### src/sv/wpsd_pkg.sv
// Shared types, constants and helpers for the windowed peak step detector.
// Used by every module of the block but wpsd_ram; depends on nothing else.
package wpsd_pkg;

  localparam int HALF_WINDOW = 12;
  localparam int WIN_DEPTH   = 2 * HALF_WINDOW;
  localparam int ADDR_W      = $clog2(WIN_DEPTH);
  localparam int OFF_W       = $clog2(HALF_WINDOW);
  localparam int CNT_W       = $clog2(HALF_WINDOW + 4);
  localparam int SAMPLE_W    = 20;
  localparam int SUM_W       = SAMPLE_W + 2;
  localparam int DIFF_W      = SAMPLE_W + 1;
  localparam int LIM_W       = SAMPLE_W + 3;
  localparam int THR_W       = 21;
  localparam int SENS_W      = 16;
  localparam int BATCH_W     = 8;
  localparam int TOTAL_W     = 32;
  localparam int IN_DATA_W   = 24;
  localparam int OUT_DATA_W  = BATCH_W + TOTAL_W;
  localparam int APB_ADDR_W  = 3;
  localparam int APB_DATA_W  = 32;

  localparam logic [SENS_W-1:0] SENS_RESET   = 16'd150;
  localparam logic              REG_SENS_IDX = 1'b0;

  typedef logic signed [SAMPLE_W-1:0] sample_t;

  typedef enum logic [1:0] {
    SEL_FILT,
    SEL_W2,
    SEL_W1,
    SEL_W0
  } tap_sel_t;

  typedef struct packed {
    logic     shift;
    tap_sel_t sel;
  } filt_ctl_t;

  typedef struct packed {
    logic valid;
    logic first;
    logic trough;
  } emit_t;

  function automatic logic [ADDR_W-1:0] phys_addr(input logic swap, input logic half,
                                                  input logic [OFF_W-1:0] off);
    logic [ADDR_W-1:0] base;
    base = (half ^ swap) ? ADDR_W'(HALF_WINDOW) : '0;
    return base + ADDR_W'(off);
  endfunction

endpackage

### src/sv/wpsd_ram.sv
// Generic single-write, single-read RAM with a registered read port.
// Self-contained; holds the sample window of the step detector.
module wpsd_ram #(
  parameter int WIDTH = 20,
  parameter int DEPTH = 24
) (
  input  logic                     clk,
  input  logic                     we,
  input  logic [$clog2(DEPTH)-1:0] waddr,
  input  logic [WIDTH-1:0]         wdata,
  input  logic [$clog2(DEPTH)-1:0] raddr,
  output logic [WIDTH-1:0]         rdata
);

  logic [WIDTH-1:0] mem [DEPTH];

  always_ff @(posedge clk) begin
    if (we) begin
      mem[waddr] <= wdata;
    end
    rdata <= mem[raddr];
  end

endmodule

### src/sv/wpsd_filter.sv
// Four-tap moving average unit: a three-deep tap line fed from the window RAM
// and one shared adder with truncation toward zero. Depends on wpsd_pkg.
module wpsd_filter
  import wpsd_pkg::*;
(
  input  logic      clk,
  input  filt_ctl_t ctl,
  input  sample_t   rd_data,
  output sample_t   filt,
  output sample_t   emit
);

  sample_t                 w0;
  sample_t                 w1;
  sample_t                 w2;
  logic signed [SUM_W-1:0] sum;
  logic signed [SUM_W-1:0] adj;

  always_ff @(posedge clk) begin
    if (ctl.shift) begin
      w0 <= rd_data;
      w1 <= w0;
      w2 <= w1;
    end
  end

  always_comb begin
    sum  = {{2{rd_data[SAMPLE_W-1]}}, rd_data} + {{2{w0[SAMPLE_W-1]}}, w0}
         + {{2{w1[SAMPLE_W-1]}}, w1} + {{2{w2[SAMPLE_W-1]}}, w2};
    adj  = sum + {{(SUM_W-2){1'b0}}, {2{sum[SUM_W-1]}}};
    filt = adj[SUM_W-1:2];
    case (ctl.sel)
      SEL_FILT: emit = filt;
      SEL_W2:   emit = w2;
      SEL_W1:   emit = w1;
      SEL_W0:   emit = w0;
      default:  emit = filt;
    endcase
  end

endmodule

### src/sv/wpsd_extreme.sv
// Peak and trough tracker: one registered compare stage that is shared by the
// peak search of the first half and the trough search of the second half.
// Depends on wpsd_pkg.
module wpsd_extreme
  import wpsd_pkg::*;
(
  input  logic              clk,
  input  logic              rst,
  input  logic              clear,
  input  logic [THR_W-1:0]  threshold,
  input  logic [SENS_W-1:0] sens,
  input  emit_t             ctl,
  input  sample_t           value,
  output sample_t           peak,
  output sample_t           trough
);

  emit_t                   st;
  sample_t                 st_val;
  logic signed [LIM_W-1:0] hi_lim;
  logic signed [LIM_W-1:0] lo_lim;
  logic signed [LIM_W-1:0] vx;
  sample_t                 pk_best;
  sample_t                 pk_first;
  logic                    pk_any;
  sample_t                 tr_best;
  sample_t                 tr_first;
  logic                    tr_any;

  assign vx = {{(LIM_W-SAMPLE_W){st_val[SAMPLE_W-1]}}, st_val};

  always_ff @(posedge clk) begin
    if (rst) begin
      st     <= '0;
      pk_any <= 1'b0;
      tr_any <= 1'b0;
    end else if (clear) begin
      st     <= '0;
      pk_any <= 1'b0;
      tr_any <= 1'b0;
      hi_lim <= $signed({2'b00, threshold}) + $signed({8'b0, sens[SENS_W-1:1]});
      lo_lim <= $signed({2'b00, threshold}) - $signed({8'b0, sens[SENS_W-1:1]});
    end else begin
      st     <= ctl;
      st_val <= value;
      if (st.valid) begin
        if (st.first) begin
          if (st.trough) begin
            tr_first <= st_val;
          end else begin
            pk_first <= st_val;
          end
        end else if (st.trough) begin
          if (vx < lo_lim && (!tr_any || st_val < tr_best)) begin
            tr_best <= st_val;
            tr_any  <= 1'b1;
          end
        end else begin
          if (vx > hi_lim && (!pk_any || st_val > pk_best)) begin
            pk_best <= st_val;
            pk_any  <= 1'b1;
          end
        end
      end
    end
  end

  assign peak   = (pk_any && pk_best > pk_first) ? pk_best : pk_first;
  assign trough = (tr_any && tr_best < tr_first) ? tr_best : tr_first;

endmodule

### src/sv/windowed_peak_step_detector.sv
// Top level of the windowed peak step detector: stream ports, APB register,
// evaluation sequencer and step counters. Depends on wpsd_pkg, wpsd_ram,
// wpsd_filter and wpsd_extreme.
//
// Samples arrive on the s_ channel (tdata = sample, tlast = last of batch);
// one result per sample leaves on the m_ channel. A sample that does not fill
// the window gives its result in the cycle after its transfer. The sample that
// fills the 24-entry window starts an evaluation: each half is walked once
// through the window RAM's read port while the filter adder writes smoothed
// entries back and the shared compare stage tracks the peak or trough. The
// FLUSH, DECIDE and RESULT states then close the evaluation, and s_tready
// stays low from such a sample's transfer until its result.
// While a result waits in the output register and m_tready is low, s_tready
// stays low, so the block holds at most one finished result.
// The window halves swap roles by a pointer bit instead of a copy.
// Reset empties the window, clears the threshold and both step counts, and
// sets sensitivity to 150. Sensitivity is at APB byte address 0.
module windowed_peak_step_detector
  import wpsd_pkg::*;
(
  input  logic                  clk,
  input  logic                  rst,
  input  logic                  s_tvalid,
  output logic                  s_tready,
  input  logic [IN_DATA_W-1:0]  s_tdata,  // [19:0] sample, rest zero
  input  logic                  s_tlast,
  output logic                  m_tvalid,
  input  logic                  m_tready,
  output logic [OUT_DATA_W-1:0] m_tdata,  // [7:0] batch_steps, [39:8] total_steps
  output logic [1:0]            m_tuser,  // [0] step_found, [1] window_evaluated
  input  logic                  psel,
  input  logic                  penable,
  input  logic                  pwrite,
  input  logic [APB_ADDR_W-1:0] paddr,
  input  logic [APB_DATA_W-1:0] pwdata,
  output logic [APB_DATA_W-1:0] prdata,
  output logic                  pready
);

  typedef enum logic [4:0] {
    IDLE   = 5'b00001,
    EVAL   = 5'b00010,
    FLUSH  = 5'b00100,
    DECIDE = 5'b01000,
    RESULT = 5'b10000
  } state_t;

  state_t                     state;
  logic [CNT_W-1:0]           cnt;
  logic                       half;
  logic                       swap;
  logic [ADDR_W-1:0]          fill;
  logic [THR_W-1:0]           thr;
  logic [SENS_W-1:0]          sens;
  logic [BATCH_W-1:0]         batch;
  logic [TOTAL_W-1:0]         total;
  logic                       last_r;
  logic signed [DIFF_W-1:0]   diff_r;

  logic                       s_acc;
  logic                       trig;
  logic                       out_free;
  logic                       fire;
  logic                       fill_hi;
  logic [OFF_W-1:0]           fill_off;
  logic [OFF_W-1:0]           rd_off;
  logic [CNT_W-1:0]           wr_idx;
  logic                       eval_wr;
  logic                       ram_we;
  logic [ADDR_W-1:0]          ram_waddr;
  logic [SAMPLE_W-1:0]        ram_wdata;
  logic [ADDR_W-1:0]          ram_raddr;
  logic [SAMPLE_W-1:0]        ram_rdata;
  filt_ctl_t                  fctl;
  emit_t                      ectl;
  sample_t                    filt;
  sample_t                    emit;
  sample_t                    peak;
  sample_t                    trough;
  logic                       step_c;
  logic                       step_now;
  logic                       eval_now;
  logic                       last_now;
  logic [BATCH_W-1:0]         batch_new;
  logic [TOTAL_W-1:0]         total_new;
  logic                       cfg_wr;

  assign out_free = !m_tvalid || m_tready;
  assign s_tready = (state == IDLE) && out_free;
  assign s_acc    = s_tvalid && s_tready;
  assign trig     = (fill == ADDR_W'(WIN_DEPTH - 1));

  assign fill_hi  = (fill >= ADDR_W'(HALF_WINDOW));
  assign fill_off = fill_hi ? OFF_W'(fill - ADDR_W'(HALF_WINDOW)) : fill[OFF_W-1:0];
  assign rd_off   = OFF_W'(HALF_WINDOW - 1) - cnt[OFF_W-1:0];
  assign wr_idx   = CNT_W'(HALF_WINDOW + 3) - cnt;
  assign eval_wr  = (state == EVAL) && (cnt >= CNT_W'(4)) && (cnt <= CNT_W'(HALF_WINDOW));

  always_comb begin
    ram_we    = s_acc || eval_wr;
    ram_raddr = phys_addr(swap, half, rd_off);
    if (s_acc) begin
      ram_waddr = phys_addr(swap, fill_hi, fill_off);
      ram_wdata = s_tdata[SAMPLE_W-1:0];
    end else begin
      ram_waddr = phys_addr(swap, half, wr_idx[OFF_W-1:0]);
      ram_wdata = filt;
    end
  end

  always_comb begin
    fctl.shift = (state == EVAL) && (cnt >= CNT_W'(1)) && (cnt <= CNT_W'(HALF_WINDOW));
    if (cnt == CNT_W'(HALF_WINDOW + 1)) begin
      fctl.sel = SEL_W2;
    end else if (cnt == CNT_W'(HALF_WINDOW + 2)) begin
      fctl.sel = SEL_W1;
    end else if (cnt == CNT_W'(HALF_WINDOW + 3)) begin
      fctl.sel = SEL_W0;
    end else begin
      fctl.sel = SEL_FILT;
    end
    ectl.valid  = eval_wr || ((state == EVAL) && (cnt > CNT_W'(HALF_WINDOW)));
    ectl.first  = (cnt == CNT_W'(HALF_WINDOW + 3));
    ectl.trough = half;
  end

  wpsd_ram #(
    .WIDTH(SAMPLE_W),
    .DEPTH(WIN_DEPTH)
  ) u_ram (
    .clk  (clk),
    .we   (ram_we),
    .waddr(ram_waddr),
    .wdata(ram_wdata),
    .raddr(ram_raddr),
    .rdata(ram_rdata)
  );

  wpsd_filter u_filter (
    .clk    (clk),
    .ctl    (fctl),
    .rd_data(ram_rdata),
    .filt   (filt),
    .emit   (emit)
  );

  wpsd_extreme u_extreme (
    .clk      (clk),
    .rst      (rst),
    .clear    (s_acc && trig),
    .threshold(thr),
    .sens     (sens),
    .ctl      (ectl),
    .value    (emit),
    .peak     (peak),
    .trough   (trough)
  );

  assign step_c = !diff_r[DIFF_W-1] && ($unsigned(diff_r) > DIFF_W'(sens));

  always_comb begin
    if (state == RESULT) begin
      fire     = out_free;
      step_now = step_c;
      eval_now = 1'b1;
      last_now = last_r;
    end else begin
      fire     = s_acc && !trig;
      step_now = 1'b0;
      eval_now = 1'b0;
      last_now = s_tlast;
    end
    batch_new = (step_now && batch != '1) ? batch + BATCH_W'(1) : batch;
    total_new = (step_now && total != '1) ? total + TOTAL_W'(1) : total;
  end

  always_ff @(posedge clk) begin
    if (rst) begin
      state    <= IDLE;
      cnt      <= '0;
      half     <= 1'b0;
      swap     <= 1'b0;
      fill     <= '0;
      thr      <= '0;
      batch    <= '0;
      total    <= '0;
      m_tvalid <= 1'b0;
    end else begin
      if (fire) begin
        m_tvalid <= 1'b1;
        m_tdata  <= {total_new, batch_new};
        m_tuser  <= {eval_now, step_now};
        batch    <= last_now ? '0 : batch_new;
        total    <= total_new;
      end else if (m_tready) begin
        m_tvalid <= 1'b0;
      end
      case (state)
        IDLE: begin
          if (s_acc) begin
            if (trig) begin
              state  <= EVAL;
              cnt    <= '0;
              half   <= 1'b0;
              last_r <= s_tlast;
            end else begin
              fill <= fill + ADDR_W'(1);
            end
          end
        end
        EVAL: begin
          if (cnt == CNT_W'(HALF_WINDOW + 3)) begin
            cnt <= '0;
            if (half) begin
              state <= FLUSH;
            end else begin
              half <= 1'b1;
            end
          end else begin
            cnt <= cnt + CNT_W'(1);
          end
        end
        FLUSH: begin
          state <= DECIDE;
        end
        DECIDE: begin
          diff_r <= {peak[SAMPLE_W-1], peak} - {trough[SAMPLE_W-1], trough};
          state  <= RESULT;
        end
        RESULT: begin
          if (out_free) begin
            state <= IDLE;
            half  <= 1'b0;
            if (step_c) begin
              thr  <= diff_r[THR_W-1:0];
              fill <= '0;
            end else begin
              swap <= ~swap;
              fill <= ADDR_W'(HALF_WINDOW);
            end
          end
        end
        default: begin
          state <= IDLE;
        end
      endcase
    end
  end

  assign pready = 1'b1;
  assign cfg_wr = psel && penable && pwrite && (paddr[2] == REG_SENS_IDX);

  always_ff @(posedge clk) begin
    if (rst) begin
      sens <= SENS_RESET;
    end else if (cfg_wr) begin
      sens <= pwdata[SENS_W-1:0];
    end
  end

  assign prdata = (paddr[2] == REG_SENS_IDX) ? {{(APB_DATA_W-SENS_W){1'b0}}, sens} : '0;

endmodule

### config.mk
export PLATFORM = sky130hd
export DESIGN_NAME = windowed_peak_step_detector
export DESIGN_NICKNAME = d
export VERILOG_FILES = /design/src/sv/wpsd_pkg.sv /design/src/sv/wpsd_ram.sv /design/src/sv/wpsd_filter.sv /design/src/sv/wpsd_extreme.sv /design/src/sv/windowed_peak_step_detector.sv
export SDC_FILE = /design/constraint.sdc
export NUM_CORES = 1
export LEC_CHECK = 0
export ABC_AREA = 1
export BUFFER_PORTS_ARGS = -buffer_cell sky130_fd_sc_hd__buf_2
export CAP_MARGIN = 20
export CORE_MARGIN = 10
export CORE_UTILIZATION = 40
export CTS_CLUSTER_SIZE = 28
export DETAILED_ROUTE_END_ITERATION = 10
export PLACE_DENSITY = 0.63
export SETUP_SLACK_MARGIN = 0.15
export SYNTH_ARGS = -nofsm -noshare
export SYNTH_HDL_FRONTEND = slang
export SYNTH_SLANG_ARGS = --single-unit
### constraint.sdc
create_clock -name clk -period 7.2 [get_ports clk]
set_input_delay 1.8 -clock clk [delete_from_list [all_inputs] [get_ports clk]]
set_output_delay 1.8 -clock clk [all_outputs]
set_load 0.005 [all_outputs]
# Yosys cells after proc, flatten, opt, wreduce, memory -nomap -nowiden
# Memories as Yosys holds them, arrays and structs flattened. A register that Yosys moved wholly into a read port is not among the register bits.
# Index checks and enable logic that the tools add are counted.
[word_totals]
ramBits = 480
register_bits = 369
output_inout_bits = 77
wordCells = 183
input_bits = 67
n_memories = 1
[op_classes]
magnitude_cmp = 12
eq_ne = 20
add_sub_neg = 17
reduce_logical = 52
n_bitwise = 9
n_mux = 43
[memory_table]
columns = ["name", "words", "word_bits", "rd", "rd_clocked_by_memory_dff", "write_ports", "line_no", "source"]
rows = [
  ["u_ram.mem", 24, 20, 1, 1, 1, "wpsd_ram.sv:15", "logic [WIDTH-1:0] mem [DEPTH];"],
]
[op_table]
columns = ["cell", "count"]
rows = [
  ["$pmux W20 S4", 1],
  ["$mux W20", 3],
  ["$mux W5", 9],
  ["$add A22 B22 Y22", 2],
  ["$gt A20 B20 Y1", 2],
  ["$lt A20 B20 Y1", 2],
  ["$add A32 B1 Y32 const B", 1],
  ["$mux W32", 1],
  ["$ne A32 B32 Y1 const B", 1],
  ["$mux W4", 7],
  ["$pmux W5 S5", 1],
  ["$gt A20 B23 Y1", 1],
  ["$lt A20 B23 Y1", 1],
  ["$add A21 B15 Y22", 1],
  ["$add A22 B2 Y22", 1],
  ["$sub A21 B15 Y22", 1],
  ["$add A20 B20 Y21", 1],
  ["$gt A21 B16 Y1", 1],
  ["$sub A20 B20 Y21", 1],
  ["$reduce_and A5 Y1", 4],
  ["$logic_and A1 B1 Y1", 19],
  ["$mux W16", 1],
  ["$mux W8", 2],
  ["$reduce_and A4 Y1", 4],
  ["39 further kinds", 85],
]

# Depth between registers and ports, before layout
[depth]
ltp_word = 7
mapped_depth = 33
ltp_nobuf = 33

# Hierarchy
# From an unflattened synthesis, not the netlist that was laid out.
[hier_totals]
hier_cells = 5116
area_unflattened_um2 = 46623.5
[by_module_without_submodules]
columns = ["module", "instances", "area_each_um2", "cells_each", "seq_area_each_um2"]
rows = [
  ["wpsd_ram", 1, 20753.7, 1844, 14814.2],
  ["wpsd_extreme", 1, 10575.1, 1227, 4394.2],
  ["windowed_peak_step_detector", 1, 9653.0, 1312, 3803.6],
  ["wpsd_filter", 1, 5641.7, 733, 1801.7],
]

# Worst setup path after synthesis
# Ideal clock, no wire load.
[synth_timing]
path_type = "flip-flop to flip-flop"
start = "reg cnt[0]"
end = "reg u_filter.w0[0], enable pin"
t_arrival_ns = 5.590
setup_slack_ns = 1.059
stages_incl_launch_ff = 9
setup_time_ns = 0.552
t_required_ns = 6.648
path_buffers = 3
period_less_slack_ns = 6.141
cell_sequence = "dfxtp_1 -> buf_2 -> clkinv_1 -> clkbuf_1 -> clkbuf_1 -> ha_1 -> o21ai_0 -> a21oi_1 -> nor3_1"
[synth_rtl]
columns = ["item", "line_no", "source"]
rows = [
  ["start, declared", "windowed_peak_step_detector.sv:49", "logic [CNT_W-1:0] cnt;"],
  ["start signal, assigned", "windowed_peak_step_detector.sv:220", "cnt <= cnt + CNT_W'(1);"],
  ["end signal, assigned", "wpsd_filter.sv:21", "w0 <= rd_data;"],
  ["end, declared", "wpsd_filter.sv:13", "sample_t w0;"],
]

# Final worst setup path
[layout_timing]
start = "reg u_filter.w0[2]"
end = "mem u_ram.mem[4][19], data pin"
[layout_via]
elab_chain_len = 5
[layout_rtl]
columns = ["item", "line_no", "source"]
rows = [
  ["$add A20 B20 Y21", "wpsd_filter.sv:28", "sum = {{2{rd_data[SAMPLE_W-1]}}, rd_data} + {{2{w0[SAMPLE_W-1]}}, w0}"],
  ["$add A22 B22 Y22 (2 in series)", "wpsd_filter.sv:29", "+ {{2{w1[SAMPLE_W-1]}}, w1} + {{2{w2[SAMPLE_W-1]}}, w2};"],
  ["$add A22 B2 Y22", "wpsd_filter.sv:30", "adj = sum + {{(SUM_W-2){1'b0}}, {2{sum[SUM_W-1]}}};"],
  ["$mux W20", "windowed_peak_step_detector.sv:102", "if (s_acc) begin"],
  ["via ram_wdata[19]", "windowed_peak_step_detector.sv:71", "logic [SAMPLE_W-1:0] ram_wdata;"],
  ["end, declared", "wpsd_ram.sv:15", ""],
]
# The timed path passes the listed nets, and every way through them passes these cells.

==> summary.md <==
| Metric | Value |
|---|---|
| Status | finished clean |
| Yosys top cell area share | 51.3% |
| Most frequent cells in the layout | 747 x edfxtp_1, 672 x nand2_1, 507 x inv_1 |
| Inserted Clock Buffers | 93 |
| Hold_ws | 0.437 ns |
| Design Area, Final | 48800 um2 |
| Root buf cell | clkbuf_16 |
| Core box area | 109000 um2 |
| Clock Sinks | 866 |
| Initial Util | 40.2% |
| Met3 WL | 7.83 mm |
| Commonest non-fill, non-tap cell in the layout | edfxtp_1 |
| EDFF count, synth | 747 |
| Largest family of logic cells by synthesized area | simple AND/OR/NAND/NOR gates |
| Post-synthesis cell area | 43700 um2 |
| # IOs | 144 |
| First-pass GRT wire length | 177 mm |
| Min Clock Period, post-route | 6.54 ns |
| Arr. time, crit path | 6.75 ns |
| Cell Area, Placed | 45800 um2 |
| Tcrit/Tclk final | 90.8% |
| Hold WC Path Type | reg -> reg |
| P per Cell Area | 337 nW/um2 |
| Startpoint Class | flip-flop |
| CP required | 7.41 ns |
| Crit-path slowest cell | nand2_1 |
| Beginning of the worst hold path | u_ram.rdata[10]$_DFF_P_ |
| Multiplexer area fraction after synthesis | 0.0229% |
| Post-DP HPWL | 77.6 mm |
| Reg clk slew, reported paths | 0.06 ns |
| Syn Area/Cell | 10.1 um2 |
| Detail Route Antenna Nets | 0 |
| FF-to-FF Start | u_filter.w0[2]$_DFFE_PP_ |
| Cts repair resizes | 0 |
| Die H | 351 um |
| Hold depth | 0 |
| 1st-pass router iterations | 6 |
| Top routing layer used | met5 |
| Ant. Diodes | 0 |
| Synth Area in Adders | 8.31% |
| Top cells by area, synth | edfxtp_1 51%, ha_1 7.0%, nand2_1 5.8% |
| Setup Fix Bufs, Post-CTS | 0 |
| Drt drc | 0 |
| Die area | 123000 um2 |
| Mapped Cells | 4328 |
| Seq/Total Area, Yosys | 56.7% |
| Slew Limit Headroom | 21.8% |
| RSZ-0062 raised after global routing | no |
| Yosys cell types | 63 |
| Worst clock skew | 0.0394 ns |
| FF-to-FF path depth | 30 |
| # H-tree levels | 3 |
| Max VDD drop | 0.250 mV |
| Compound-gate portion of the synthesized area | 12.3% |
| Max Root-Sink Buffers | 3 |
| Top achievable clock speed | 153 MHz |
| Async SR Flop Fraction | 0% |
| Total global-route track usage | 18.5% |
| Worst-margin pin slew | 1.17 ns |
| Slowest stage delay, CP | 0.50 ns |
| Chip width | 351 um |
| Final Hold Viols | 0 |
| Crit-path max FO | 24 |
| Synth Register Bits | 866 |
| M1 WL | 50.4 mm |
| LEAKAGE | 19.7 nW |
| Number of port buffers | 104 |
| Layout cell share with drive strength beyond 1 | 8.90% |
| Synthesis Warnings | 0 |
| Final #Nets | 4745 |
| Post-DR vias/cell | 5.32 |
| Clock Latency Late Sink | 0.70 ns |
| Max-Cap Viols | 0 |
| Ys flop type | edfxtp_1 |
| Total grt overflow | 0 |
| Synth Area in XOR/XNOR | 2.38% |
| CTS tree | done |
| Final setup violation count | 0 |
| Largest net degree at the start of global routing | 104 |
| Hold-fix buffer count after cts | 0 |
| Crit path top cell by count | nand2_1 |
| Area grow syn2layout | 11.7% |
| DRT iter0 DRCs | 2683 |
| R2r setup slk | 0.66 ns |
| Vias | 31400 |
| Worst path bufs/invs | 1 |
| Worst Setup SP | u_filter.w0[2]$_DFFE_PP_ |
| Worst R2R End | u_ram.mem[4][19]$_DFFE_PP_ |
| Number of global-route vias before repair | 30600 |
| Crit-path leading delay family | simple AND/OR/NAND/NOR gates |
| Simple-gate share of the synthesized area | 13.9% |
| Row count | 121 |
| Largest area contributor in the netlist | edfxtp_1 |
| Routability-driven placement congestion ratio | 0.927 |
| Setup CP Type | reg -> reg |
| Initial antenna violation count | 1 |
| Wire per inst | 19.7 um |
| WL final | 116 mm |
| Worst Setup End Kind | flip-flop |
| Met2 WL | 53.5 mm |
| Setup_tns | 0 ns |
| Final slew viol count | 0 |
| WHS Endpoint | u_filter.w0[10]$_DFFE_PP_ |
==> logic make-up after synthesis <==
logic type	Yosys count
AOI/OAI and AO/OA	921
other	2
adders and majority gates	273
xor gates and xnor gates	117
muxes	1
buffers and inverters	708
DFF	866
and+or+nand+nor	1440
==> metal layers <==
metal	vias up	track usage, %
met2	1040	29.9
met5	-	0
li1	15100	-
met3	233	3.51
met4	2	6.99
met1	15000	24.5
==> synth_stat cells (all sizes together) (8+ instances only) <==
library cell and n:
a221oi 15, nor3 45, o21ai 460, inv 521
o22ai 38, a31oi 8, o221ai 95, edfxtp 747
nand2 692, o211ai 18, xor2 89, dfxtp 119
nand3b 8, o21bai 44, buf 52, xnor2 28
o21a 8, nand3 172, a21oi 209, nand4 47
nor4 10, nor2 451, ha 244, clkbuf 132
fa 29
==> flip-flops by register name, summed over array words and instances, names as in the netlist, 5 cells and up <==
signal              cells
u_ram.mem             480
m_tdata                40
total                  32
u_extreme.hi_lim       22
diff_r                 21
thr                    21
u_extreme.lo_lim       21
u_extreme.pk_best      20
u_extreme.pk_first     20
u_extreme.st_val       20
u_extreme.tr_best      20
u_extreme.tr_first     20
u_filter.w0            20
u_filter.w1            20
u_filter.w2            20
u_ram.rdata            20
sens                   16
batch                   8
fill                    5
state                   5
==> worst max path at each step <==
stage	cells after the start	end
after floorplan	8	u_filter.w0[0]$_DFFE_PP_
after global placement	30	u_ram.mem[1][19]$_DFFE_PP_
after detailed placement	30	u_ram.mem[3][19]$_DFFE_PP_
after CTS	30	u_ram.mem[12][19]$_DFFE_PP_
after global routing	29	u_ram.mem[14][4]$_DFFE_PP_
final	30	u_ram.mem[4][19]$_DFFE_PP_
==> stage by stage <==
step                power, W  instances  utilization, %  worst slack [ns]
floorplan             0.0100       4343               -              1.06
global placement      0.0117       5722            42.1             0.879
detailed placement    0.0117       5723            42.1             0.826
CTS                   0.0165       5896            44.9             0.757
global route          0.0173       5897            44.9             0.171
finish                0.0165       5897            44.9             0.662
==> area by class of cell <==
cell class | instances | area (um2)
sequential | 866 | 24800
timing repair buffer | 151 | 888
tap | 1414 | 1770
inverter | 524 | 1970
fill | 10300 | 59900
clock inverter | 54 | 579
clock buffer | 119 | 2470
multi-input combinational | 2769 | 16300
==> power breakdown <==
group / switching, W / internal, W / total, W / leakage, nW
Clock: 0.00205 / 0.00271 / 0.00476 / 1.48
Sequential: 0.000356 / 0.00664 / 0.00700 / 7.76
Combinational: 0.00346 / 0.00125 / 0.00471 / 10.5
Total: 0.00587 / 0.0106 / 0.0165 / 19.7
Note: power is estimated with default switching activity, not from simulation.
